`src/hw/rtl/whb_pkg.sv`:
```
`default_nettype none

package whb_pkg;

    // Width of the floored cell number taken from the product.
    localparam int CELL_W     = 18;
    // Width of the signed product of the 17-bit difference and the scale.
    localparam int PROD_W     = 42;
    // Address field wide enough for the largest bin store.
    localparam int ADDR_MAX_W = 12;
    localparam int QUEUE_DEPTH = 4;
    localparam int QPTR_W      = 2;

    typedef enum logic [2:0] {
        CFG_LOWER_BOUND = 3'd0,
        CFG_CELL_SCALE  = 3'd1,
        CFG_NUM_CELLS   = 3'd2,
        CFG_TRUNCATE    = 3'd3,
        CFG_USE_WEIGHT  = 3'd4
    } cfg_index_t;

    typedef enum logic [1:0] {
        OP_ACC        = 2'd0,
        OP_READ       = 2'd1,
        OP_READ_EMPTY = 2'd2
    } op_t;

    typedef struct packed {
        logic               cmd;
        logic signed [15:0] sample;
        logic [15:0]        weight;
        logic [6:0]         bin_index;
    } in_item_t;

    typedef struct packed {
        logic [6:0]  bin_number;
        logic [31:0] bin_total;
    } out_item_t;

    typedef struct packed {
        logic signed [15:0] lower_bound;
        logic [23:0]        cell_scale;
        logic [7:0]         num_cells;
        logic               truncate;
        logic               use_weight;
    } cfg_t;

    typedef struct packed {
        op_t                   op;
        logic [ADDR_MAX_W-1:0] addr;
        logic [15:0]           inc;
        logic [6:0]            bin_number;
    } op_entry_t;

endpackage

`default_nettype wire

```
`src/hw/rtl/whb_front.sv`:
```
`default_nettype none

module whb_front #(
    parameter int NUM_BINS = 128
) (
    input  wire logic                 aclk,
    input  wire logic                 aresetn,
    input  wire logic                 s_valid,
    output logic                      s_ready,
    input  wire whb_pkg::in_item_t    s_data,
    input  wire whb_pkg::cfg_t        cfg,
    input  wire logic                 clearing,
    output logic                      push_valid,
    input  wire logic                 push_ready,
    output whb_pkg::op_entry_t        push_data
);

    localparam int CW = $clog2(NUM_BINS + 1);

    logic                                  p1_valid_reg;
    logic                                  p1_valid_next;
    logic                                  p1_cmd_reg;
    logic signed [whb_pkg::PROD_W-1:0]     p1_prod_reg;
    logic signed [whb_pkg::PROD_W-1:0]     prod_next;
    logic [15:0]                           p1_inc_reg;
    logic [15:0]                           inc_next;
    logic [6:0]                            p1_bin_reg;

    logic signed [16:0]                    diff;
    logic signed [24:0]                    scale_s;
    logic signed [whb_pkg::CELL_W-1:0]     cell_num;
    logic [whb_pkg::CELL_W-2:0]            cell_mag;
    logic [CW-1:0]                         ncl;
    logic                                  cell_hi;
    logic                                  keep;
    logic                                  accept;
    logic                                  p1_done;

    assign diff      = $signed({s_data.sample[15], s_data.sample})
                     - $signed({cfg.lower_bound[15], cfg.lower_bound});
    assign scale_s   = $signed({1'b0, cfg.cell_scale});
    assign prod_next = diff * scale_s;
    assign inc_next  = cfg.use_weight ? s_data.weight : 16'd1;

    // The arithmetic shift of the exact product floors toward minus infinity.
    assign cell_num = p1_prod_reg[whb_pkg::PROD_W-1:whb_pkg::PROD_W-whb_pkg::CELL_W];
    assign cell_mag = cell_num[whb_pkg::CELL_W-2:0];
    assign ncl      = (32'(cfg.num_cells) > 32'(NUM_BINS)) ? CW'(NUM_BINS)
                                                          : CW'(cfg.num_cells);
    assign cell_hi  = 32'(cell_mag) >= 32'(ncl);

    always_comb begin
        keep                 = 1'b1;
        push_data.op         = whb_pkg::OP_ACC;
        push_data.addr       = whb_pkg::ADDR_MAX_W'(cell_mag);
        push_data.inc        = p1_inc_reg;
        push_data.bin_number = p1_bin_reg;
        if (p1_cmd_reg) begin
            push_data.addr = whb_pkg::ADDR_MAX_W'(p1_bin_reg);
            if (32'(p1_bin_reg) < 32'(NUM_BINS)) begin
                push_data.op = whb_pkg::OP_READ;
            end else begin
                push_data.op = whb_pkg::OP_READ_EMPTY;
            end
        end else if (ncl == '0) begin
            keep = 1'b0;
        end else if (cell_num[whb_pkg::CELL_W-1]) begin
            keep           = cfg.truncate;
            push_data.addr = '0;
        end else if (cell_hi) begin
            keep           = cfg.truncate;
            push_data.addr = whb_pkg::ADDR_MAX_W'(ncl - CW'(1));
        end
    end

    assign push_valid    = p1_valid_reg && keep;
    assign p1_done       = p1_valid_reg && (!keep || push_ready);
    assign s_ready       = (!p1_valid_reg || p1_done) && !clearing;
    assign accept        = s_valid && s_ready;
    assign p1_valid_next = accept ? 1'b1 : (p1_done ? 1'b0 : p1_valid_reg);

    always_ff @(posedge aclk) begin
        if (!aresetn) begin
            p1_valid_reg <= 1'b0;
        end else begin
            p1_valid_reg <= p1_valid_next;
        end
    end

    always_ff @(posedge aclk) begin
        if (accept) begin
            p1_cmd_reg  <= s_data.cmd;
            p1_prod_reg <= prod_next;
            p1_inc_reg  <= inc_next;
            p1_bin_reg  <= s_data.bin_index;
        end
    end

endmodule

`default_nettype wire

```
`config.mk`:
```
export PLATFORM = sky130hd
export DESIGN_NAME = whb_front
export DESIGN_NICKNAME = d
export VERILOG_FILES = /design/src/hw/rtl/whb_pkg.sv /design/src/hw/rtl/whb_front.sv
export SDC_FILE = /design/constraint.sdc
export NUM_CORES = 1
export LEC_CHECK = 0
export ABC_AREA = 0
export BUFFER_PORTS_ARGS = -buffer_cell sky130_fd_sc_hd__clkbuf_2
export CAP_MARGIN = 20
export CORE_MARGIN = 2
export CORE_UTILIZATION = 45
export CTS_CLUSTER_DIAMETER = 60
export DETAILED_ROUTE_END_ITERATION = 6
export GPL_ROUTABILITY_DRIVEN = 0
export GPL_TIMING_DRIVEN = 0
export PLACE_DENSITY = 0.6
export SLEW_MARGIN = 0
export SYNTH_ARGS = -nofsm -noshare
export SYNTH_HDL_FRONTEND = slang
export SYNTH_SLANG_ARGS = --single-unit
export TNS_END_PERCENT = 10
```
`constraint.sdc`:
```
create_clock -name aclk -period 11.21 [get_ports aclk]
set_input_delay 1.6815 -clock aclk [delete_from_list [all_inputs] [get_ports aclk]]
set_output_delay 1.6815 -clock aclk [all_outputs]
set_load 0.03 [all_outputs]
```
After elaboration in Yosys (flattened, before gate mapping):

Cells that the tools add are included.

* multipliers: 1
* add/sub/neg operators: 2
* reductions and logical operators: 11
* magnitude comparators: 2
* muxes and demuxes: 12

Operators by type and width (count)
* 12-bit two-way mux: 4
* 17-bit by 25-bit multiplier with 42-bit output: 1
* 17-bit by 8-bit >= comparator with 1-bit output: 1
* 16-bit by 16-bit subtractor with 17-bit output: 1
* 8-bit by 1-bit subtractor with 9-bit output, second input constant: 1
* 8-bit > comparator, second input constant: 1
* 8-bit logical NOT: 1
* 8-bit two-way mux: 1
* 1-bit two-way mux: 7
* 1-bit logical AND: 4
* 1-bit logical NOT: 3
* 1-bit logical OR: 2
* 2-bit nonzero test: 1

* output and inout bits: 39
* bits of input ports: 95
* register bits after elaboration: 67

Depth between registers and ports, before layout:

* depth in word-level cells: 14
* gate-level depth with buffers: 33

Worst setup path before layout:

OpenSTA, ideal clock, no wires.

* path kind: in2reg
* start point: input s_data[23] (netlist bit)
* end point: register p1_prod_reg[30] (netlist bit), data pin
* slack: 2.234 ns
* stages on the path: 31
* library setup time: 0.258 ns
* data required time: 10.952 ns
* arrival time: 8.717 ns
* cell sequence: inv_1 -> ha_1 -> fa_1 -> nor2b_1 -> o21ai_0 -> a21boi_1 -> o21ai_2 -> a21oi_1 -> a21oi_1 -> xnor2_1 -> clkbuf_1 -> nand2_1 -> fa_1 -> inv_1 -> fa_1 -> inv_1 -> fa_1 -> inv_1 -> fa_1 -> inv_1 -> fa_1 -> inv_1 -> fa_1 -> ha_1 -> a211o_1 -> o311ai_1 -> nand3_1 -> or3b_4 -> a31o_2 -> a211oi_1 -> nor2_1

* longest elaborated chain between the ends: 2

RTL lines
* start, declared: RTL line whb_front.sv:10 `input wire whb_pkg::in_item_t s_data,`
* 16-bit by 16-bit subtractor with 17-bit output: RTL line whb_front.sv:40 `- $signed({cfg.lower_bound[15], cfg.lower_bound});`
* 17-bit by 25-bit multiplier with 42-bit output: RTL line whb_front.sv:42 `assign prod_next = diff * scale_s;`
* named net prod_next, one bit: RTL line whb_front.sv:24 `logic signed [whb_pkg::PROD_W-1:0] prod_next;`
* end signal, assigned: RTL line whb_front.sv:93 `p1_prod_reg <= prod_next;`
* end, declared: RTL line whb_front.sv:23 `logic signed [whb_pkg::PROD_W-1:0] p1_prod_reg;`

The timed path passes the listed nets, and every way through them passes these cells.
A chain may end at the register's enable or synchronous reset.

Worst setup path in the final report:

* start point: input cfg[35] (netlist bit)
* end point: register p1_prod_reg[40] (netlist bit), data pin

* longest elaborated chain between the ends: 2

RTL lines
* start, declared: RTL line whb_front.sv:11 `input wire whb_pkg::cfg_t cfg,`
* 16-bit by 16-bit subtractor with 17-bit output: RTL line whb_front.sv:40
* 17-bit by 25-bit multiplier with 42-bit output: RTL line whb_front.sv:42
* named net prod_next, one bit: RTL line whb_front.sv:24

The timed path passes the listed nets, and every way through them passes these cells.

==> impl_results.md <==
- DR vias/cell: 5.160
- Ys flop type: edfxtp_1
- Mapped Nets: 2,413
- Seq cells post-synth: 43
- Status: finished, final reports clean
- Via count: 12,500
- Post-route ant nets: 0
- RSZ-0062 raised after global routing: no
- Grt ovf: 0
- Global route hottest layer: met2
- Vias in the first global route: 13,060
- Pre-CTS setup slack: 102.3 ps
- Commonest non-fill, non-tap cell in the layout: inv_1
- Crit path max fanout: 10
- Post-CTS Setup Bufs: 0
- Area contributors post-synth: fa_1 (41%), ha_1 (13%), inv_1 (10%)
- Clock tree buffer depth: 2
- Wirelength per Cell: 17.86 µm
- Mean Syn Cell Area: 8.852 µm²
- Fin area: 17,550 µm²
- Final hold slack: 865.3 ps
- GR Layer Usage met1: 35.06%
- Nets: 2,544
- HP Class: flip-flop to flip-flop
- DRT Pass-1 Iters: 5
- Data arrival, critical path: 10,640 ps
- Die area: 37,430 µm²
- Final worst slack: 570.1 ps
- I/O pin cnt: 134
- Root Buffer: clkbuf_16
- Mapped Area: 16,160 µm²
- CTS tree: done
- Chip width: 193.5 µm
- Clock sinks: 43
- Post-DP HPWL: 37,150 µm
- Max_slew headroom: 24.95%
- CTS resizes: 0
- Clock slew at reported path FFs: 60 ps
- Crit path launch type: input pin
- Met2 usage: 37.71%
- Post-Route WL: 43,270 µm
- CTS Hold Bufs: 0
- Port bufs: 122
- Max reg flops: 18
- H-Tree Depth: 2
- Largest net degree at the start of global routing: 23
- Slowest-stage cell, CP: xnor2_1
- Ys async rst share: 0%
- Non-filler instance count after layout: 2,422
- Initial antenna violation count: 4
- Yosys Warn Count: 0
- Most frequent cells in the layout: inv_1 (436), fa_1 (329), nand2_1 (267)
- Most common cell on crit path: fa_1
- Post-synth top area cell: fa_1
- Peak Freq: 93.99 MHz
- Placed Cells: 2,410
- Worst Path Required: 11,210 ps
- Worst stage delay on the critical path: 790 ps
- Final Max Slew Viols: 0
- Met3 usage: 4.271%
- Placed inst area: 17,390 µm²
- Initial core utilization: 45.53%
- Count of cell types in the netlist: 68
- Worst Max-Slew Pin Slew: 1118 ps
- Fin. Hold Viols: 0
- Number of cell rows: 69
- Period utilization: 94.91%
- Global-route wire length before repair: 71,330 µm
- Clk_skew: 5.105 ps
- Synth top area share: 40.77%
- CTS Buf Count: 5
- Crit. End Element: flip-flop
- First DRT Iteration DRCs: 815
- Area Overhead vs Synth: 8.643%
- Die H: 193.5 µm
- Post-route minimum period: 10,640 ps
- Syn Inst Count: 1,825
- Post-synth EDFFs: 42
- Number of max-cap violations: 0
- Clock latency at the later pin of the worst-skew pair: 280 ps
- Sequential area share after synthesis: 7.931%
- Global router's overall resource usage: 24.19%
- Setup Viol. Count Final: 0
- Placeable Area: 35,480 µm²
- DRC violations left: 0
- CP Class: input pin to flip-flop
- Layout cells sized above 1: 8.227%
-- critical path, delay by kind of cell --
kind | cells | cell delay [ps]
adders and majority gates | 8 | 3620
AOI/OAI and AO/OA | 9 | 2420
and+or+nand+nor | 6 | 1320
buffers and inverters | 6 | 800
xor gates and xnor gates | 1 | 790
-- stage by stage --
step | TNS [ps] | utilization [%]
6_report | 0 | 49.47
5_1_grt | 0 | 49.44
4_1_cts | 0 | 49.40
3_5_place_dp | 0 | 49.00
3_3_place_gp | -2.857 | 48.88
2_1_floorplan | 0 | -
-- synth_stat cells (all sizes together), types with 3 or more instances --
cell	count
buf	15
inv	436
mux2	7
a21o	18
a21boi	3
nand2b	36
nor2b	54
nand3	25
fa	329
nand2	267
a31oi	5
o31ai	3
a21oi	34
o211ai	6
nand4	6
xor2	11
nor3	6
mux2i	19
and3	22
clkbuf	64
and2	96
o21a	9
xnor2	20
o21ai	30
ha	164
a211oi	9
nor2	48
edfxtp	42
nor4	6
a22oi	3
-- worst paths after layout --
| kind | startpoint | to | slack [ps] | cells past startpoint |
|---|---|---|---|---|
| max | cfg[35] | p1_prod_reg[40] | 570 | 30 |
| min | p1_valid_reg | p1_valid_reg | 870 | 4 |
| min reg2reg | p1_valid_reg | p1_valid_reg | 870 | 4 |
| max reg2reg | p1_prod_reg[31] | p1_prod_reg[37] | 8360 | 8 |
-- cells by family (layout without fill, tap and decap cells) --
kind of cell | count (synthesis) | after routing | share of synthesized area, %
XOR/XNOR | 31 | 31 | 1.681
other | 1 | 5 | 0.02321
multiplexers | 26 | 26 | 1.665
buffers and inverters | 516 | 648 | 12.10
AO/OA/AOI/OAI | 139 | 139 | 5.754
flip-flops | 43 | 43 | 7.931
adder cells (fa/ha/maj) | 493 | 493 | 53.47
AND/OR/NAND/NOR | 576 | 576 | 17.37
-- routing by layer --
layer | wire, µm | vias up | part of all wire [%]
met5 | 12 | - | 0.028
met4 | 1175 | 2 | 2.7
met3 | 3196 | 54 | 7.4
met2 | 19100 | 414 | 44
met1 | 19780 | 6266 | 46
li1 | - | 5762 | -
-- area by class of cell --
type / instances / area [µm²]
Clock inverter: 2 / 12.51
Sequential cell: 43 / 1281
Fill cell: 3405 / 17930
Clock buffer: 6 / 128.9
Antenna cell: 4 / 10.01
Multi-Input combinational cell: 1266 / 12940
Tap cell: 461 / 576.8
Timing Repair Buffer: 124 / 645.6
Buffer: 79 / 315.3
Inverter: 437 / 1640
Power is not shown: default switching activity piles up to over one toggle a cycle in this logic, so the estimate is an artifact.
