### config.mk
export PLATFORM = sky130hd
export DESIGN_NAME = whb_back
export DESIGN_NICKNAME = d
export VERILOG_FILES = /design/src/hw/rtl/whb_pkg.sv /design/src/hw/rtl/whb_back.sv
export SDC_FILE = /design/constraint.sdc
export NUM_CORES = 2
export LEC_CHECK = 0
export ABC_AREA = 1
export BUFFER_PORTS_ARGS = -buffer_cell sky130_fd_sc_hd__buf_4
export CAP_MARGIN = 25
export CORE_MARGIN = 1.5
export CORE_UTILIZATION = 30
export CTS_CLUSTER_DIAMETER = 60
export CTS_CLUSTER_SIZE = 10
export DETAILED_ROUTE_END_ITERATION = 8
export HOLD_SLACK_MARGIN = 0.08
export PLACE_DENSITY = 0.47
export SLEW_MARGIN = 15
export SYNTH_ARGS = -nofsm -noshare
export SYNTH_HDL_FRONTEND = slang
export SYNTH_SLANG_ARGS = --single-unit
export TNS_END_PERCENT = 100
### constraint.sdc
create_clock -name aclk -period 18.45 [get_ports aclk]
set_input_delay 3.69 -clock aclk [delete_from_list [all_inputs] [get_ports aclk]]
set_output_delay 3.69 -clock aclk [all_outputs]
set_load 0.05 [all_outputs]
### src/hw/rtl/whb_pkg.sv
`default_nettype none

package whb_pkg;

    // Width of the floored cell number taken from the product.
    localparam int CELL_W     = 18;
    // Width of the signed product of the 17-bit difference and the scale.
    localparam int PROD_W     = 42;
    // Address field wide enough for the largest bin store.
    localparam int ADDR_MAX_W = 12;
    localparam int QUEUE_DEPTH = 4;
    localparam int QPTR_W      = 2;

    typedef enum logic [2:0] {
        CFG_LOWER_BOUND = 3'd0,
        CFG_CELL_SCALE  = 3'd1,
        CFG_NUM_CELLS   = 3'd2,
        CFG_TRUNCATE    = 3'd3,
        CFG_USE_WEIGHT  = 3'd4
    } cfg_index_t;

    typedef enum logic [1:0] {
        OP_ACC        = 2'd0,
        OP_READ       = 2'd1,
        OP_READ_EMPTY = 2'd2
    } op_t;

    typedef struct packed {
        logic               cmd;
        logic signed [15:0] sample;
        logic [15:0]        weight;
        logic [6:0]         bin_index;
    } in_item_t;

    typedef struct packed {
        logic [6:0]  bin_number;
        logic [31:0] bin_total;
    } out_item_t;

    typedef struct packed {
        logic signed [15:0] lower_bound;
        logic [23:0]        cell_scale;
        logic [7:0]         num_cells;
        logic               truncate;
        logic               use_weight;
    } cfg_t;

    typedef struct packed {
        op_t                   op;
        logic [ADDR_MAX_W-1:0] addr;
        logic [15:0]           inc;
        logic [6:0]            bin_number;
    } op_entry_t;

endpackage

`default_nettype wire

### src/hw/rtl/whb_back.sv
`default_nettype none

module whb_back #(
    parameter int NUM_BINS = 128
) (
    input  wire logic                aclk,
    input  wire logic                aresetn,
    input  wire logic                pop_valid,
    output logic                     pop_ready,
    input  wire whb_pkg::op_entry_t  pop_data,
    output logic                     clearing,
    output logic                     m_valid,
    input  wire logic                m_ready,
    output whb_pkg::out_item_t       m_data
);

    localparam int AW = $clog2(NUM_BINS);

    typedef enum logic [2:0] {
        ST_CLEAR  = 3'b001,
        ST_IDLE   = 3'b010,
        ST_UPDATE = 3'b100
    } state_t;

    logic [31:0]              mem [NUM_BINS];
    logic [31:0]              rdata_reg;

    state_t                   state_reg;
    state_t                   state_next;
    logic [AW-1:0]            clr_cnt_reg;
    logic [AW-1:0]            clr_cnt_next;
    whb_pkg::op_entry_t       op_reg;
    logic                     out_valid_reg;
    logic                     out_valid_next;
    whb_pkg::out_item_t       out_reg;
    whb_pkg::out_item_t       out_next;

    logic                     mem_we;
    logic [AW-1:0]            mem_waddr;
    logic [31:0]              mem_wdata;
    logic                     mem_re;
    logic [32:0]              sum;
    logic                     out_free;

    assign sum      = {1'b0, rdata_reg} + 33'(op_reg.inc);
    assign out_free = !out_valid_reg || m_ready;

    always_comb begin
        state_next     = state_reg;
        clr_cnt_next   = clr_cnt_reg;
        pop_ready      = 1'b0;
        mem_re         = 1'b0;
        mem_we         = 1'b0;
        mem_waddr      = op_reg.addr[AW-1:0];
        mem_wdata      = '0;
        out_valid_next = out_valid_reg && !m_ready;
        out_next       = out_reg;
        case (state_reg)
            ST_CLEAR: begin
                mem_we       = 1'b1;
                mem_waddr    = clr_cnt_reg;
                clr_cnt_next = clr_cnt_reg + 1'b1;
                if (clr_cnt_reg == AW'(NUM_BINS - 1)) begin
                    state_next = ST_IDLE;
                end
            end
            ST_IDLE: begin
                pop_ready = 1'b1;
                if (pop_valid) begin
                    mem_re     = 1'b1;
                    state_next = ST_UPDATE;
                end
            end
            ST_UPDATE: begin
                case (op_reg.op)
                    whb_pkg::OP_ACC: begin
                        mem_we     = 1'b1;
                        mem_wdata  = sum[32] ? 32'hFFFF_FFFF : sum[31:0];
                        state_next = ST_IDLE;
                    end
                    whb_pkg::OP_READ, whb_pkg::OP_READ_EMPTY: begin
                        if (out_free) begin
                            mem_we              = op_reg.op == whb_pkg::OP_READ;
                            out_valid_next      = 1'b1;
                            out_next.bin_number = op_reg.bin_number;
                            out_next.bin_total  = (op_reg.op == whb_pkg::OP_READ)
                                                ? rdata_reg : 32'd0;
                            state_next          = ST_IDLE;
                        end
                    end
                    default: begin
                        state_next = ST_IDLE;
                    end
                endcase
            end
            default: begin
                state_next = ST_IDLE;
            end
        endcase
    end

    always_ff @(posedge aclk) begin
        if (!aresetn) begin
            state_reg     <= ST_CLEAR;
            clr_cnt_reg   <= '0;
            out_valid_reg <= 1'b0;
        end else begin
            state_reg     <= state_next;
            clr_cnt_reg   <= clr_cnt_next;
            out_valid_reg <= out_valid_next;
        end
    end

    always_ff @(posedge aclk) begin
        out_reg <= out_next;
        if (pop_valid && pop_ready) begin
            op_reg <= pop_data;
        end
    end

    always_ff @(posedge aclk) begin
        if (mem_we) begin
            mem[mem_waddr] <= mem_wdata;
        end
        if (mem_re) begin
            rdata_reg <= mem[pop_data.addr[AW-1:0]];
        end
    end

    assign clearing = state_reg == ST_CLEAR;
    assign m_valid  = out_valid_reg;
    assign m_data   = out_reg;

endmodule

`default_nettype wire

## Word-level counts from Yosys, hierarchy flattened

Memories as Yosys holds them, arrays and structs flattened. A register that Yosys moved wholly into a read port is not among the register bits.
Index checks and enable logic that the tools add are counted.

- Reduce and logical (&&, ||, !) cells: 9
- Equality and inequality tests: 9
- Mux-type cells: 20
- $add $sub $neg: 2

Operator list:

| cell | number |
|---|---|
| 32-bit 2-to-1 mux | 3 |
| 32-bit by 16-bit adder with 33-bit output | 1 |
| 3-bit 2-to-1 mux | 4 |
| 1-bit 2-to-1 mux | 9 |
| 3-bit case mux with 3 select lines | 1 |
| 7-bit by 1-bit adder with 7-bit output, second input constant | 1 |
| 7-bit == test, second input constant | 1 |
| 7-bit 2-to-1 mux | 1 |
| 3-bit AND reduction | 2 |
| 1-bit case mux with 2 select lines | 2 |
| 3-bit by 1-bit == test with 1-bit output, second input constant | 1 |
| 3-bit by 2-bit == test with 1-bit output, second input constant | 1 |
| 3-bit == test, second input constant | 1 |
| 3-bit != test, second input constant | 1 |
| 2-bit by 1-bit == test with 1-bit output, second input constant | 1 |
| 2-bit == test, second input constant | 1 |
| 1-bit logical AND | 2 |
| 1-bit zero test | 2 |
| 2-bit zero test | 1 |
| 2-bit by 1-bit != test with 1-bit output, second input constant | 1 |
| 2-bit != test, second input constant | 1 |
| 2-bit OR reduction | 1 |
| 1-bit logical OR | 1 |

- Bits in writable memories: 4,096
- Output and inout port bits: 42
- Memories kept: 1
- Register bits after elaboration: 82

Memories:

| name | words | bits a word | rd ports | clocked after Yosys merged registers in | wr ports | line | RTL |
|---|---|---|---|---|---|---|---|
| mem | 128 | 32 | 1 | 1 | 1 | whb_back.sv:25 | `logic [31:0] mem [NUM_BINS];` |

## Depth between registers and ports, before layout

- Depth in word-level cells: 7
- Mapped depth: 14

## Worst setup path after synthesis

No wires, ideal clock.

- Path type: input to register
- Start point: in m_ready
- End point: mem mem[106][0] (enable)
- Stages on the path: 9
- Setup time: 421 ps
- Arrival time: 5,919 ps
- Required time: 18,029 ps
- Path slack: 12,110 ps
- Path through: or2_2 a21oi_1 nor2_1 nand2_1 nand2_1 buf_4 nand3_1 buf_2 nor2_1

- Longest elaborated chain between the ends: 6

Ends and longest elaborated chain:

| what | line | RTL |
|---|---|---|
| from (decl) | whb_back.sv:13 | `input wire logic m_ready,` |
| 1-bit logical OR | whb_back.sv:46 | `assign out_free = !out_valid_reg \|\| m_ready;` |
| 1-bit 2-to-1 mux | whb_back.sv:82 | `if (out_free) begin` |
| 1-bit case mux with 2 select lines | whb_back.sv:75 | `case (op_reg.op)` |
| 1-bit case mux with 2 select lines | whb_back.sv:58 | `case (state_reg)` |
| 1-bit 2-to-1 mux | whb_back.sv:122 | `if (mem_we) begin` |
| 1-bit 2-to-1 mux (implied by the code) | whb_back.sv:123 | `mem[mem_waddr] <= mem_wdata;` |
| to (decl) | whb_back.sv:25 |  |

No other way between the ends.

==> flow_metrics.py <==
metrics = {
    "sta": {
        "rsz0062_at_grt": "no",
        "drv_slew": 0,
        "clock.fmax_mhz": 119,
        "max_slew_margin": 0.239,
        "finalSetupTns_ps": 0,
        "finalSetupViolations": 0,
        "period_share": 0.455,
        "fin_skew_ps": 44.9,
        "period_needed_ps": 8400,
        "tightest_slew_ps": 1140,
        "hold_viol_final": 0,
    },
    "routing": {
        "first_iter_violations": 10436,
        "route.detailed.drc": 0,
        "routed_via_density": 5.05,
        "wl_per_cell_um": 25.5,
        "antenna_left": 0,
        "vias": 108894,
        "routed_wl_mm": 549,
        "drt_pass1_iterations": 6,
    },
    "finish": {
        "utilization": 0.340,
        "syn2layout_area_growth_pct": 12.9,
        "nets": 14021,
        "layout-drive-gt1-share": 0.0787,
        "largest_register_ffs": 4096,
        "largest-register": "mem",
        "fillers": 55594,
        "stdcell_count": 21578,
    },
    "critical_path": {
        "cp_data_required_time_ps": 19320,
        "arrival_ps": 9270,
        "path_max_fanout": 170,
        "setup.worst_path.class": "primary input to flop",
        "setup.worst_path.start_class": "primary input",
        "end_kind": "flop",
    },
    "synthesis": {
        "ys_warn_count": 0,
        "syn_avg_cell_area_um2": 12.1,
        "ys_types": 37,
        "syn_inst": 14019,
        "yosysSeqAreaShare": 0.743,
        "synth_nets": 14081,
        "ys_ff_latch": 4210,
        "syn_area_mm2": 0.170,
    },
    "clocking": {
        "clk-insertion-delay-late_ps": 1030,
        "htreeDepth": 5,
        "cts_resized": 0,
        "cts_hold_buf": 0,
        "post-cts-setup-buffer-count": 0,
        "cts_num_sinks": 4210,
        "clk_path_buf_depth": 4,
        "cts-root-buf": "clkbuf_16",
        "cts.clk_slew.worst_paths_ps": 60,
        "cts_tree": "done",
        "numCtsBuffers": 470,
    },
    "floorplanning": {
        "start_util": 0.301,
        "num_io_pins": 83,
        "dieWidth_um": 756,
        "die_h_um": 756,
        "die-area_mm2": 0.571,
        "num_rows": 276,
        "core_mm2": 0.565,
    },
    "global_routing": {
        "antenna_found_initial": 26,
        "grt_max_degree": 190,
        "grt_pass1_vias": 103415,
        "grt_overflow": 0,
        "grtUsageTotal": 0.186,
        "grt_pass1_wl_mm": 779,
    },
    "power": {
        "ir_drop_mv": 0.0751,
        "p_per_area_mw_per_mm2": 102,
        "p_leak_nw": 66.3,
    },
    "placed_design": {
        "gp_congestion": 0.805,
        "placed_cells": 20993,
        "port_buffers": 77,
        "hpwl_mm": 279,
    },
    "outcome": {
        "outcome": "completed",
    },
    "run": {
        "cap_violations": 0,
    },
    "worst_hold_path": {
        "hp-class": "flop to flop",
    },
}
==> placed cells by master (no fill, tap or decap), drive strengths merged, types with 4 or more instances in the layout <==
cell type / Yosys / routed
ha: 20 / 20
clkinv: 1 / 23
o21ai: 8 / 8
a21oi: 38 / 38
edfxtp: 4199 / 4199
or2: 4 / 4
nand4: 5 / 5
nand3: 4085 / 4085
nor3: 12 / 12
dfxtp: 11 / 11
nand2: 4356 / 4356
inv: 142 / 157
clkbuf: 133 / 521
xnor2: 13 / 13
buf: 786 / 387
diode: 0 / 22
nor2: 195 / 195
==> synth_stat cells <==
library cell	number	area, µm²
nand2_1	4349	16300
edfxtp_1	4199	126000
nand3_1	4077	20400
buf_2	565	2830
nor2_1	188	706
clkbuf_1	133	499
inv_1	132	495
buf_4	108	811
buf_1	101	379
a21oi_1	38	190
ha_1	20	250
xnor2_1	13	114
nor3_1	12	60.1
buf_6	11	124
dfxtp_1	11	220
inv_2	7	26.3
nand2_2	7	43.8
nand3_2	7	70.1
nand4_1	5	31.3
nor2_2	5	31.3
o21ai_2	5	43.8
inv_4	3	18.8
o21ai_0	3	15.0
nor2_4	2	22.5
o21a_2	2	17.5
o21bai_1	2	15.0
or2_1	2	12.5
or2_2	2	12.5
xor2_1	2	17.5
and2_1	1	6.26
buf_8	1	15.0
clkinv_1	1	3.75
fa_1	1	20.0
nand2b_1	1	6.26
nand3_4	1	17.5
nor3b_1	1	7.51
nor4_1	1	6.26
==> stage by stage <==
step	worst slack [ps]	hold slack, ps	instance area (µm²)	total power [W]
3_3_place_gp	9020	402	179000	0.0116
5_1_grt	9900	430	192000	0.0202
2_1_floorplan	12110	400	170000	0.0112
4_1_cts	10110	422	192000	0.0198
6_report	10050	420	192000	0.0196
3_5_place_dp	9040	405	179000	0.0116
==> worst max-delay path, stage by stage <==
cell	delay, ps
buf_16	330
buf_4	690
buf_12	680
buf_4	710
buf_4	760
buf_4	750
nand2_1	110
nand3_1	120
nand3_1	100
nand3_1	230
nand3_1	320
nand3_1	170
nand3_1	90
nand2_1	90
==> power by group <==
part           internal (W)  switching (W)  total, W
Sequential           0.0104     0.00000470    0.0104
Clock               0.00457        0.00362   0.00818
Combinational      0.000244       0.000776   0.00102
Total                0.0152        0.00440    0.0196
==> cell families (layout without fill, tap and decap cells) <==
logic type / count (synthesis) / after routing / share of synthesized area
and+or+nand+nor: 8661 / 8661 / 0.222
other: 0 / 22 / 0
buffers and inverters: 1062 / 1093 / 0.0306
xor gates and xnor gates: 15 / 15 / 0.000773
adders and majority gates: 21 / 21 / 0.00159
DFF: 4210 / 4210 / 0.743
AOI/OAI and AO/OA: 50 / 50 / 0.00166
==> final cells by class <==
cell class / instances / area [µm²] / share of cell area
clock buffers: 521 / 12100 / 0.0629
inverters: 143 / 616 / 0.00321
well taps: 7506 / 9390 / 0.0490
multi-input cells: 8747 / 39700 / 0.207
diodes: 22 / 55.1 / 0.000287
repair buffers: 387 / 3260 / 0.0170
flip-flops and latches: 4210 / 126000 / 0.658
clock inverters: 42 / 435 / 0.00227
==> worst paths after layout <==
| check | to | cells past startpoint | startpoint | slack, ps |
|---|---|---|---|---|
| setup / recovery | rdata_reg[13] | 14 | pop_data[23] | 10050 |
| hold / removal | m_data[33] | 0 | op_reg[1] | 420 |
| setup reg to reg | mem[39][5] | 10 | op_reg[36] | 13260 |
| hold reg to reg | m_data[33] | 0 | op_reg[1] | 420 |
==> layer usage <==
layer | wire length, µm | vias to the layer above | share of wire | track usage
met5 | 0 | - | 0 | 0
met4 | 17500 | 0 | 0.032 | 0.0557
met3 | 31000 | 678 | 0.056 | 0.0216
met2 | 255000 | 3211 | 0.46 | 0.301
met1 | 245000 | 55336 | 0.45 | 0.264
li1 | - | 49669 | - | -
No activity file was read; power rests on OpenSTA's default activity.
