**config.mk**
```make
export PLATFORM = sky130hd
export DESIGN_NAME = whb_queue
export DESIGN_NICKNAME = d
export VERILOG_FILES = /design/src/hw/rtl/whb_pkg.sv /design/src/hw/rtl/whb_queue.sv
export SDC_FILE = /design/constraint.sdc
export NUM_CORES = 1
export LEC_CHECK = 0
export BUFFER_PORTS_ARGS = -buffer_cell sky130_fd_sc_hd__buf_2
export CORE_ASPECT_RATIO = 1.1
export CORE_MARGIN = 3
export CORE_UTILIZATION = 40
export CTS_CLUSTER_DIAMETER = 80
export DETAILED_ROUTE_END_ITERATION = 16
export PLACE_DENSITY_LB_ADDON = 0.15
export SLEW_MARGIN = 5
export SYNTH_ARGS = -nofsm -noshare
export SYNTH_HDL_FRONTEND = slang
export SYNTH_SLANG_ARGS = --single-unit
```
**constraint.sdc**
```tcl
create_clock -name aclk -period 3.8 [get_ports aclk]
set_clock_uncertainty 0.2 [all_clocks]
set_input_delay 0.76 -clock aclk [delete_from_list [all_inputs] [get_ports aclk]]
set_output_delay 0.76 -clock aclk [all_outputs]
set_load 0.05 [all_outputs]
```
**src/hw/rtl/whb_pkg.sv**
```systemverilog
`default_nettype none

package whb_pkg;

    // Width of the floored cell number taken from the product.
    localparam int CELL_W     = 18;
    // Width of the signed product of the 17-bit difference and the scale.
    localparam int PROD_W     = 42;
    // Address field wide enough for the largest bin store.
    localparam int ADDR_MAX_W = 12;
    localparam int QUEUE_DEPTH = 4;
    localparam int QPTR_W      = 2;

    typedef enum logic [2:0] {
        CFG_LOWER_BOUND = 3'd0,
        CFG_CELL_SCALE  = 3'd1,
        CFG_NUM_CELLS   = 3'd2,
        CFG_TRUNCATE    = 3'd3,
        CFG_USE_WEIGHT  = 3'd4
    } cfg_index_t;

    typedef enum logic [1:0] {
        OP_ACC        = 2'd0,
        OP_READ       = 2'd1,
        OP_READ_EMPTY = 2'd2
    } op_t;

    typedef struct packed {
        logic               cmd;
        logic signed [15:0] sample;
        logic [15:0]        weight;
        logic [6:0]         bin_index;
    } in_item_t;

    typedef struct packed {
        logic [6:0]  bin_number;
        logic [31:0] bin_total;
    } out_item_t;

    typedef struct packed {
        logic signed [15:0] lower_bound;
        logic [23:0]        cell_scale;
        logic [7:0]         num_cells;
        logic               truncate;
        logic               use_weight;
    } cfg_t;

    typedef struct packed {
        op_t                   op;
        logic [ADDR_MAX_W-1:0] addr;
        logic [15:0]           inc;
        logic [6:0]            bin_number;
    } op_entry_t;

endpackage

`default_nettype wire

```
**src/hw/rtl/whb_queue.sv**
```systemverilog
`default_nettype none

module whb_queue (
    input  wire logic                aclk,
    input  wire logic                aresetn,
    input  wire logic                push_valid,
    output logic                     push_ready,
    input  wire whb_pkg::op_entry_t  push_data,
    output logic                     pop_valid,
    input  wire logic                pop_ready,
    output whb_pkg::op_entry_t       pop_data
);

    whb_pkg::op_entry_t              entry_reg [whb_pkg::QUEUE_DEPTH];
    logic [whb_pkg::QPTR_W-1:0]      wr_ptr_reg;
    logic [whb_pkg::QPTR_W-1:0]      wr_ptr_next;
    logic [whb_pkg::QPTR_W-1:0]      rd_ptr_reg;
    logic [whb_pkg::QPTR_W-1:0]      rd_ptr_next;
    logic [whb_pkg::QPTR_W:0]        count_reg;
    logic [whb_pkg::QPTR_W:0]        count_next;
    logic                            do_push;
    logic                            do_pop;

    assign push_ready = count_reg != (whb_pkg::QPTR_W + 1)'(whb_pkg::QUEUE_DEPTH);
    assign pop_valid  = count_reg != '0;
    assign pop_data   = entry_reg[rd_ptr_reg];
    assign do_push    = push_valid && push_ready;
    assign do_pop     = pop_valid && pop_ready;

    assign wr_ptr_next = do_push ? wr_ptr_reg + 1'b1 : wr_ptr_reg;
    assign rd_ptr_next = do_pop ? rd_ptr_reg + 1'b1 : rd_ptr_reg;
    assign count_next  = count_reg + (whb_pkg::QPTR_W + 1)'(do_push)
                       - (whb_pkg::QPTR_W + 1)'(do_pop);

    always_ff @(posedge aclk) begin
        if (!aresetn) begin
            wr_ptr_reg <= '0;
            rd_ptr_reg <= '0;
            count_reg  <= '0;
        end else begin
            wr_ptr_reg <= wr_ptr_next;
            rd_ptr_reg <= rd_ptr_next;
            count_reg  <= count_next;
        end
    end

    always_ff @(posedge aclk) begin
        if (do_push) begin
            entry_reg[wr_ptr_reg] <= push_data;
        end
    end

endmodule

`default_nettype wire

```
Word-level counts from Yosys, hierarchy flattened
Memory sizes are Yosys's and may differ from the RTL's. A register that Yosys moved wholly into a read port is not among the register bits.
Cells that the tools add are included.
W data, S select, Z words.

storage, ports and cells
  flip-flop bits (word level) = 7
  RAM bits = 148
  input bits = 41
  output and inout bits = 39
  word-level logic and storage cells = 16
  memories = 1

cells by class
  $add $sub $neg = 4
  equality and inequality tests = 1
  multiplexer cells = 4
  reductions and logical operators = 3

memory list
  memory     depth  bits a word  read ports  clocked after memory_dff  write ports  line             text
  entry_reg  4      37           1           1                         1            whb_queue.sv:14  whb_pkg::op_entry_t entry_reg [whb_pkg::QUEUE_DEPTH];

operator list
  operator               count
  $add A2 B1 Y2 const B  2
  $mux W2                2
  $add A3 B1 Y3          1
  $ne A3 B3 Y1 const B   1
  $reduce_bool A3 Y1     1
  $sub A3 B1 Y3          1
  $logic_and A1 B1 Y1    2
  $mux W1                2

Longest topological paths before layout
Gate-level depths: netlist (run 1).

  word-level depth = 4
  mapped depth = 11

Worst setup path after synthesis (run 1)
Ideal clock, no wire load.

  path kind = in2reg
  from = input port push_valid
  to = register count_reg[2] (netlist name)
  setup time = 0.115 ns
  arrival = 2.331 ns
  path slack = 1.154 ns
  cell stages on the path = 10
  path through = a21boi_2 > inv_1 > ha_1 > inv_1 > ha_1 > inv_1 > fa_1 > xnor2_1 > xnor2_1 > and2_1

between the ends
  cells in the longest elaborated chain, start to end = 3

ends and longest elaborated chain
  item                    line             text
  start: declaration      whb_queue.sv:6   input wire logic push_valid,
  $logic_and A1 B1 Y1     whb_queue.sv:27  assign do_push = push_valid && push_ready;
  $add A3 B1 Y3           whb_queue.sv:32  assign count_next = count_reg + (whb_pkg::QPTR_W + 1)'(do_push)
  $sub A3 B1 Y3           whb_queue.sv:33  - (whb_pkg::QPTR_W + 1)'(do_pop);
  end signal: assignment  whb_queue.sv:43  count_reg <= count_next;
  end: declaration        whb_queue.sv:19  logic [whb_pkg::QPTR_W:0] count_reg;

Every way passes these cells.
A chain may end at the register's enable or synchronous reset.

==> out/results.tsv, run 1 <==
metric	value	unit
cp-start-kind	flip-flop	
drc	0	
yosysWarningCount	0	
viasPerCell	4.91	
path_max_fanout	15	
cts_buffer_depth	2	
crit_type	reg2out	
ctsResizeCount	0	
syn_avg_cell_area	24.3	um2
routedWlPerCell	18.6	um
synth_seq_cells	157	
drtPass1Iterations	5	
cts_setup_buffers	0	
grt_use_total	0.135	
start_util	0.417	
route.vias.total	2652	
ant_nets	0	
finalWirelength	10100	um
row_count	45	
rr_endpoint	count_reg[2]$_SDFF_PN0_	
worst_pin_slew	0.592	ns
cp_cell_sequence	buf_4, mux4_2, buf_2	
seq_area_frac_synth	0.788	
synth.area.top_cells	edfxtp_1 76%, mux4_2 12%, mux4_1 3.1%	
cts_sinks	157	
num-nets-final	390	
port-buffer-count	79	
rr_startpoint	count_reg[1]$_SDFF_PN0_	
diodes	0	
endpoint_kind	output port	
post-route-min-period	3.12	ns
cts_tree	done	
r2r_slack	1.21	ns
outcome	complete, no violations	
leakagePower	0.00244	uW
clk_latency	0.41	ns
critPathMaxStageDelay	0.66	ns
synth_cell_types	22	
synth_area_leader_cell	edfxtp_1	
fin_ws	0.684	ns
r2r_cells	11	
hold_class	reg2reg	
powerDensity	758	nW/um2
syn_inst	241	
die_w	121	um
drive_above_1_share	0.432	
synth_top_cell_area_share	0.757	
grt_pass1_vias	2787	
post-place-ws	0.936	ns
clk_pin_slew	0.06	ns
setup_viol	0	
crit_path_top_delay_cell	dfxtp_2	
drt_iter0_drc	159	
endpoint	pop_data[27]	
core	14100	um2
io_pins	80	
area_growth_syn_to_layout	20.5	%
slew_violations	0	
grt_max_degree	24	
gp_congestion	0.743	
synthesis.nets	289	
grt.overflow.total	0	
fmax	321	MHz
nFillCells	1159	
required	2.84	ns
cts_hold_buf	0	
syn_area	5870	um2
critPathArrivalTime	2.16	ns
cts_root_buf	clkbuf_16	
slew-limit-headroom	0.605	
cap_violations	0	
ir_drop	494	uV
finalCritPeriodShare	0.820	
grt_pass1_wl	15900	um
die_h	133	um
cts_buffers	17	
cts_max_level	4	
rsz0062_at_grt	false	
hold_viol	0	
dp_hpwl	6390	um
die_area	16200	um2
finalSetupTns	0	ns
largest_reg_flops	148	
antenna_found_initial	1	
==> placed cells by master, fill, tap and decap left out, drive strengths merged, types with 3 or more instances in the layout <==
cell type | synthesis | final
edfxtp | 148 | 148
nand2 | 5 | 5
nor2b | 3 | 3
mux4 | 37 | 37
inv | 5 | 5
bufinv | 0 | 3
dfxtp | 9 | 9
clkinv | 0 | 7
clkbuf | 2 | 19
buf | 7 | 91
and2 | 7 | 7
xnor2 | 4 | 4
ha | 6 | 6
==> per-stage QoR <==
stage          instances  power (uW)  cell area (um2)  utilization  hold WS (ns)
2_1_floorplan        241        3490             5870            -         0.268
3_3_place_gp         511        3810             6510        0.463         0.292
3_5_place_dp         511        3830             6510        0.463         0.289
4_1_cts              540        5450             7070        0.502         0.298
5_1_grt              540        5600             7070        0.502         0.337
6_report             540        5360             7070        0.502         0.291
==> Yosys cell counts (all sizes together) <==
master / count
ha: 6
nand2: 5
o31a: 1
or3: 1
mux2i: 2
mux4: 37
and2: 7
nor2: 1
dfxtp: 9
xnor2: 4
o311ai: 1
nor2b: 3
inv: 5
a21boi: 1
fa: 1
buf: 7
clkbuf: 2
edfxtp: 148
==> routing by layer <==
layer	track usage	routed length, um	up-vias
li1	-	-	1206
met1	0.175	4340	1368
met2	0.209	5080	65
met3	0.0517	548	11
met4	0.0486	91	2
met5	0	13	-
==> cells by family after synthesis <==
group / synth area share
DFF: 0.788
muxes: 0.150
xor gates and xnor gates: 0.00597
adders and majority gates: 0.0162
AOI/OAI and AO/OA: 0.00490
and+or+nand+nor: 0.0156
buffers and inverters: 0.0194
==> worst max-delay path: cells and delay by family, from the launching register on <==
kind	cells	cell delay, ns
mux	1	0.52
flops	1	0.66
buf+inv	2	0.57
==> worst min-delay path by stage <==
stage,startpoint,to,cells after the start
after floorplan,wr_ptr_reg[1]$_SDFFE_PN0P_,wr_ptr_reg[1]$_SDFFE_PN0P_,2
after global placement,wr_ptr_reg[1]$_SDFFE_PN0P_,wr_ptr_reg[1]$_SDFFE_PN0P_,2
after detailed placement,wr_ptr_reg[1]$_SDFFE_PN0P_,wr_ptr_reg[1]$_SDFFE_PN0P_,2
after CTS,wr_ptr_reg[1]$_SDFFE_PN0P_,wr_ptr_reg[1]$_SDFFE_PN0P_,2
after global routing,push_data[27],entry_reg[1][27]$_DFFE_PP_,1
final,wr_ptr_reg[1]$_SDFFE_PN0P_,wr_ptr_reg[1]$_SDFFE_PN0P_,2
==> layout make-up <==
| type | instances | area, um2 | area share |
|---|---|---|---|
| timing repair buffer | 91 | 498 | 0.0704 |
| multi-input combinational | 70 | 1130 | 0.160 |
| clock inverter | 10 | 125 | 0.0177 |
| clock buffer | 19 | 433 | 0.0612 |
| sequential | 157 | 4630 | 0.654 |
| inverter | 5 | 18.8 | 0.00265 |
| tap | 188 | 235 | 0.0333 |
==> where the power goes <==
group | internal, uW | leakage, uW | switching [uW]
combinational | 506 | 0.000733 | 1040
sequential | 2100 | 0.00143 | 103
clock | 1010 | 0.000275 | 595
total | 3620 | 0.00244 | 1740
Power figures use the tool's default switching activity.
==> run 2: changes to the inputs <==
clock period = 2.7 ns   (was 3.8 ns; I/O delays follow)
==> run 2 against run 1 <==
First-iteration DRC count decreased by 6.9%. Cell area is 0.69% higher. Sequential power increased by 38%. Critical path depth is the same. Via count grew 0.79%. Power increased by 43%. Wire length about the same. Worst setup slack worse by 0.59 ns. Sequential share of layout area is 0.45 points lower. Final cell count grew 0.56%.
==> out/results.tsv, run 2 (synthesis gave the netlist of run 1 again) <==
metric	value	unit
finalWirelength	10100	um
cts_buffer_depth	2	
viasPerCell	4.92	
cts_root_buf	clkbuf_16	
crit_path_top_delay_cell	mux4_1	
powerDensity	1080	nW/um2
rr_startpoint	count_reg[1]$_SDFF_PN0_	
cap_violations	0	
required	1.96	ns
post-place-ws	0.253	ns
multi_input_comb_area	1130	um2
fin_ws	0.0961	ns
critPathArrivalTime	1.86	ns
r2r_slack	0.32	ns
hold_class	in2reg	
leakagePower	0.00246	uW
cp_cell_sequence	buf_6, mux4_1, buf_2	
cts_max_level	4	
r2r_cells	11	
route.vias.total	2673	
drc	0	
whs_path_depth	1	
row_count	45	
hold_viol	0	
nFillCells	1194	
die_h	133	um
cts_buffers	17	
mostFrequentLayoutCells	148 x edfxtp_1, 79 x buf_2, 30 x mux4_2	
endpoint_kind	output port	
cts_setup_buffers	0	
antenna_found_initial	2	
io_pins	80	
fmax	384	MHz
cts_sinks	157	
cts_hold_buf	0	
worst_pin_slew	0.377	ns
gp_congestion	0.685	
min_from	push_data[14]	
drtPass1Iterations	4	
clk_latency	0.41	ns
clk_pin_slew	0.06	ns
grt.overflow.total	0	
post-route-min-period	2.60	ns
routedWlPerCell	18.5	um
seq_area	4630	um2
setup_viol	0	
start_util	0.417	
worstHoldEndpoint	entry_reg[1][14]$_DFFE_PP_	
ir_drop	505	uV
path_max_fanout	16	
cts_tree	done	
port-buffer-count	79	
critPathMaxStageDelay	0.60	ns
final_area	7120	um2
die_w	121	um
finalSetupTns	0	ns
core	14100	um2
grt_use_total	0.135	
crit_type	reg2out	
drt_iter0_drc	148	
final_common_cell	edfxtp_1	
grt_pass1_wl	15700	um
ant_nets	0	
num-nets-final	390	
whs	0.138	ns
die_area	16200	um2
finalCritPeriodShare	0.964	
largest_reg_flops	148	
drive_above_1_share	0.445	
slew-limit-headroom	0.744	
postPlaceCellArea	6530	um2
grt_max_degree	32	
rr_endpoint	count_reg[2]$_SDFF_PN0_	
diodes	0	
slew_violations	0	
rsz0062_at_grt	false	
outcome	complete, no violations	
cp-start-kind	flip-flop	
dp_hpwl	6130	um
area_growth_syn_to_layout	21.3	%
grt_pass1_vias	2815	
run 2: worst max-delay path by stage:
stage	from	endpoint	slack [ns]	cells after the start
5_1_grt	flip-flop	pop_data[2]	0.005	3
2_1_floorplan	push_valid	count_reg[2]$_SDFF_PN0_	0.27	10
3_3_place_gp	push_valid	count_reg[2]$_SDFF_PN0_	0.28	11
3_5_place_dp	push_valid	count_reg[2]$_SDFF_PN0_	0.25	11
6_report	flip-flop	pop_data[2]	0.1	3
4_1_cts	flip-flop	pop_data[2]	0.04	3
run 2: worst max-delay path: cells and delay by family, from the launching register on:
kind	cells	cell delay, ns
DFF	1	0.36
muxes	1	0.60
buffers and inverters	2	0.49
run 2: routing by layer:
| layer | track usage | up-vias | part of all wire |
|---|---|---|---|
| met5 | 0 | - | 0.0021 |
| met4 | 0.0579 | 4 | 0.019 |
| met3 | 0.0526 | 18 | 0.059 |
| met2 | 0.210 | 62 | 0.50 |
| met1 | 0.168 | 1380 | 0.42 |
| li1 | - | 1209 | - |
run 2: area by class of cell:
| cell class | count | area share |
|---|---|---|
| Timing Repair Buffer | 91 | 0.0722 |
| Multi-Input combinational cell | 70 | 0.159 |
| Clock buffer | 20 | 0.0627 |
| Clock inverter | 12 | 0.0202 |
| Tap cell | 188 | 0.0330 |
| Inverter | 5 | 0.00264 |
| Sequential cell | 157 | 0.650 |
run 2: per-stage QoR:
stage	total power, uW	instances	util
finish	7660	543	0.506
global route	8010	543	0.506
CTS	7780	543	0.506
detailed placement	5400	511	0.464
global placement	5370	511	0.464
floorplan	4910	241	-
run 2: repair_timing:
action,in CTS,in global routing
hold endpoints to repair,0,0
endpoints found under the setup margin,5,0
gates resized for setup,1,0
run 2: where the power goes:
group / internal, uW / switching, uW / total [uW]
combinational: 724 / 1530 / 2250
sequential: 2960 / 86.9 / 3040
clock: 1470 / 890 / 2360
total: 5150 / 2510 / 7660
==> run 3: changes to the inputs <==
BUFFER_PORTS_ARGS = unset   (was -buffer_cell sky130_fd_sc_hd__buf_2)
DONT_BUFFER_PORTS = 1   (was unset)
==> run 3 against run 2 <==
Final cell count fell by 10%. Combinational power fell by 7%. Via count fell by 8.5%. First-iteration DRC count rose by 2.0%. Register-to-register slack got worse by 0.03 ns. Critical path depth did not move. Clock power fell by 12%. Power fell by 5.8%. Sequential share of layout area rose by 2.3 points.
==> out/results.tsv, run 3 (synthesis gave the netlist of run 1 again) <==
metric	value	unit
outcome	complete, no violations	
hold_viol	0	
swShare	0.332	
drc	0	
seq_area	4630	um2
die_area	16200	um2
mostFrequentLayoutCells	148 x edfxtp_1, 31 x mux4_2, 19 x dlygate4sd3_1	
required	1.96	ns
routedWlPerCell	20.9	um
multi_input_comb_area	1130	um2
cts_setup_buffers	0	
core	14100	um2
largest_reg_flops	148	
setup_viol	0	
row_count	45	
path_max_fanout	26	
cts_sinks	157	
worstHoldEndpoint	entry_reg[2][15]$_DFFE_PP_	
gp_congestion	0.686	
hold_class	in2reg	
cp_cell_sequence	buf_12, mux4_1, buf_4	
dp_hpwl	6010	um
cts_max_level	4	
viasPerCell	5.03	
slew-limit-headroom	0.682	
cap_violations	0	
crit_path_top_delay_cell	mux4_1	
grt_pass1_vias	2677	
antenna_found_initial	0	
drtPass1Iterations	5	
critPathMaxStageDelay	0.60	ns
grt_max_degree	27	
ant_nets	0	
critical_path.top_delay_family	multiplexers	
grt_use_total	0.133	
route.vias.total	2445	
finalSetupTns	0	ns
cts_buffers	17	
p_clk_frac	0.288	
fmax	391	MHz
grt_pass1_wl	15700	um
cp-start-kind	flip-flop	
power.net_switching	2390	uW
endpoint_kind	output port	
io_pins	80	
die_w	121	um
nFillCells	1174	
drt_iter0_drc	151	
cts_tree	done	
final_common_cell	edfxtp_1	
whs_path_depth	0	
drive_above_1_share	0.268	
r2r_slack	0.29	ns
area_growth_syn_to_layout	17.2	%
clk_latency	0.40	ns
crit_type	reg2out	
finalWirelength	10200	um
cts_root_buf	clkbuf_16	
cts_buffer_depth	2	
crit_buf_inv	2	
r2r_cells	11	
ir_drop	540	uV
port-buffer-count	0	
powerDensity	1050	nW/um2
rr_startpoint	count_reg[1]$_SDFF_PN0_	
start_util	0.417	
die_h	133	um
critPathArrivalTime	1.82	ns
finalCritPeriodShare	0.947	
grt.overflow.total	0	
min_from	push_data[15]	
utilization	0.489	
pwr-share-seq	0.423	
p_comb_frac	0.289	
leakagePower	0.00222	uW
num-nets-final	335	
worst_pin_slew	0.478	ns
rsz0062_at_grt	false	
slew_violations	0	
clk_pin_slew	0.06	ns
post-route-min-period	2.56	ns
diodes	0	
internal_power	4820	uW
rr_endpoint	count_reg[2]$_SDFF_PN0_	
## run 3: cell types whose count changed in the layout (fill, tap and decap cells not counted), moves of 2 or more
cell / delta
bufinv_16: -2
buf_2: -79
clkinvlp_4: -2
clkinv_1: +2
dlygate4sd3_1: +19
buf_4: +5
## run 3: timing repair
item	4_1_cts	5_1_grt
endpoints found under the hold margin	0	44
hold buffers	0	19
endpoints found under the setup margin	0	1
resized for setup	0	1
## run 3: cell type report
cell class / count / area share
Sequential cell: 157 / 0.672
Multi-Input combinational cell: 70 / 0.164
Clock buffer: 20 / 0.0635
Timing Repair Buffer: 36 / 0.0516
Tap cell: 188 / 0.0342
Clock inverter: 10 / 0.0111
Inverter: 5 / 0.00273
## run 3: worst max path at each step
stage / depth (start not counted) / slack, ns / endpoint
finish: 3 / 0.14 / pop_data[0]
global route: 3 / 0.05 / pop_data[34]
CTS: 2 / 0.03 / pop_data[36]
detailed placement: 11 / 0.30 / count_reg[2]$_SDFF_PN0_
global placement: 10 / 0.36 / count_reg[2]$_SDFF_PN0_
floorplan: 10 / 0.27 / count_reg[2]$_SDFF_PN0_
## run 3: worst reg2reg max path: stages, from the launching register on
cell and delay [ns]:
dfxtp_1 0.46, nor2_1 0.11, a21boi_2 0.18, inv_1 0.06
ha_1 0.29, inv_1 0.06, ha_1 0.12, inv_1 0.04
fa_1 0.37, xnor2_1 0.15, xnor2_1 0.12, and2_1 0.15
## run 3: per-layer routing
| metal | share of wire | vias up | GRT usage |
|---|---|---|---|
| li1 | - | 1096 | - |
| met1 | 0.40 | 1280 | 0.151 |
| met2 | 0.52 | 57 | 0.221 |
| met3 | 0.069 | 12 | 0.0620 |
| met4 | 0.013 | 0 | 0.0486 |
| met5 | 0 | - | 0 |
## run 3: stage by stage
stage	total power [uW]	instance area (um2)	instances	worst slack (ns)	hold slack (ns)
final	7210	6880	486	0.144	0.0258
after global routing	7540	6880	486	0.0478	0.0000174
after CTS	7300	6690	467	0.0300	0.00458
after detailed placement	5210	6180	437	0.296	0.300
after global placement	5190	6180	437	0.357	0.287
after floorplan	4910	5870	241	0.274	0.268
## run 3: power by group through the flow
stage / Sequential, uW / Combinational, uW / Clock, uW
CTS: 3050 / 2110 / 2140
detailed placement: 3100 / 2110 / 0
global placement: 3080 / 2100 / 0
finish: 3050 / 2090 / 2070
floorplan: 3070 / 1830 / 0
global route: 3070 / 2210 / 2260
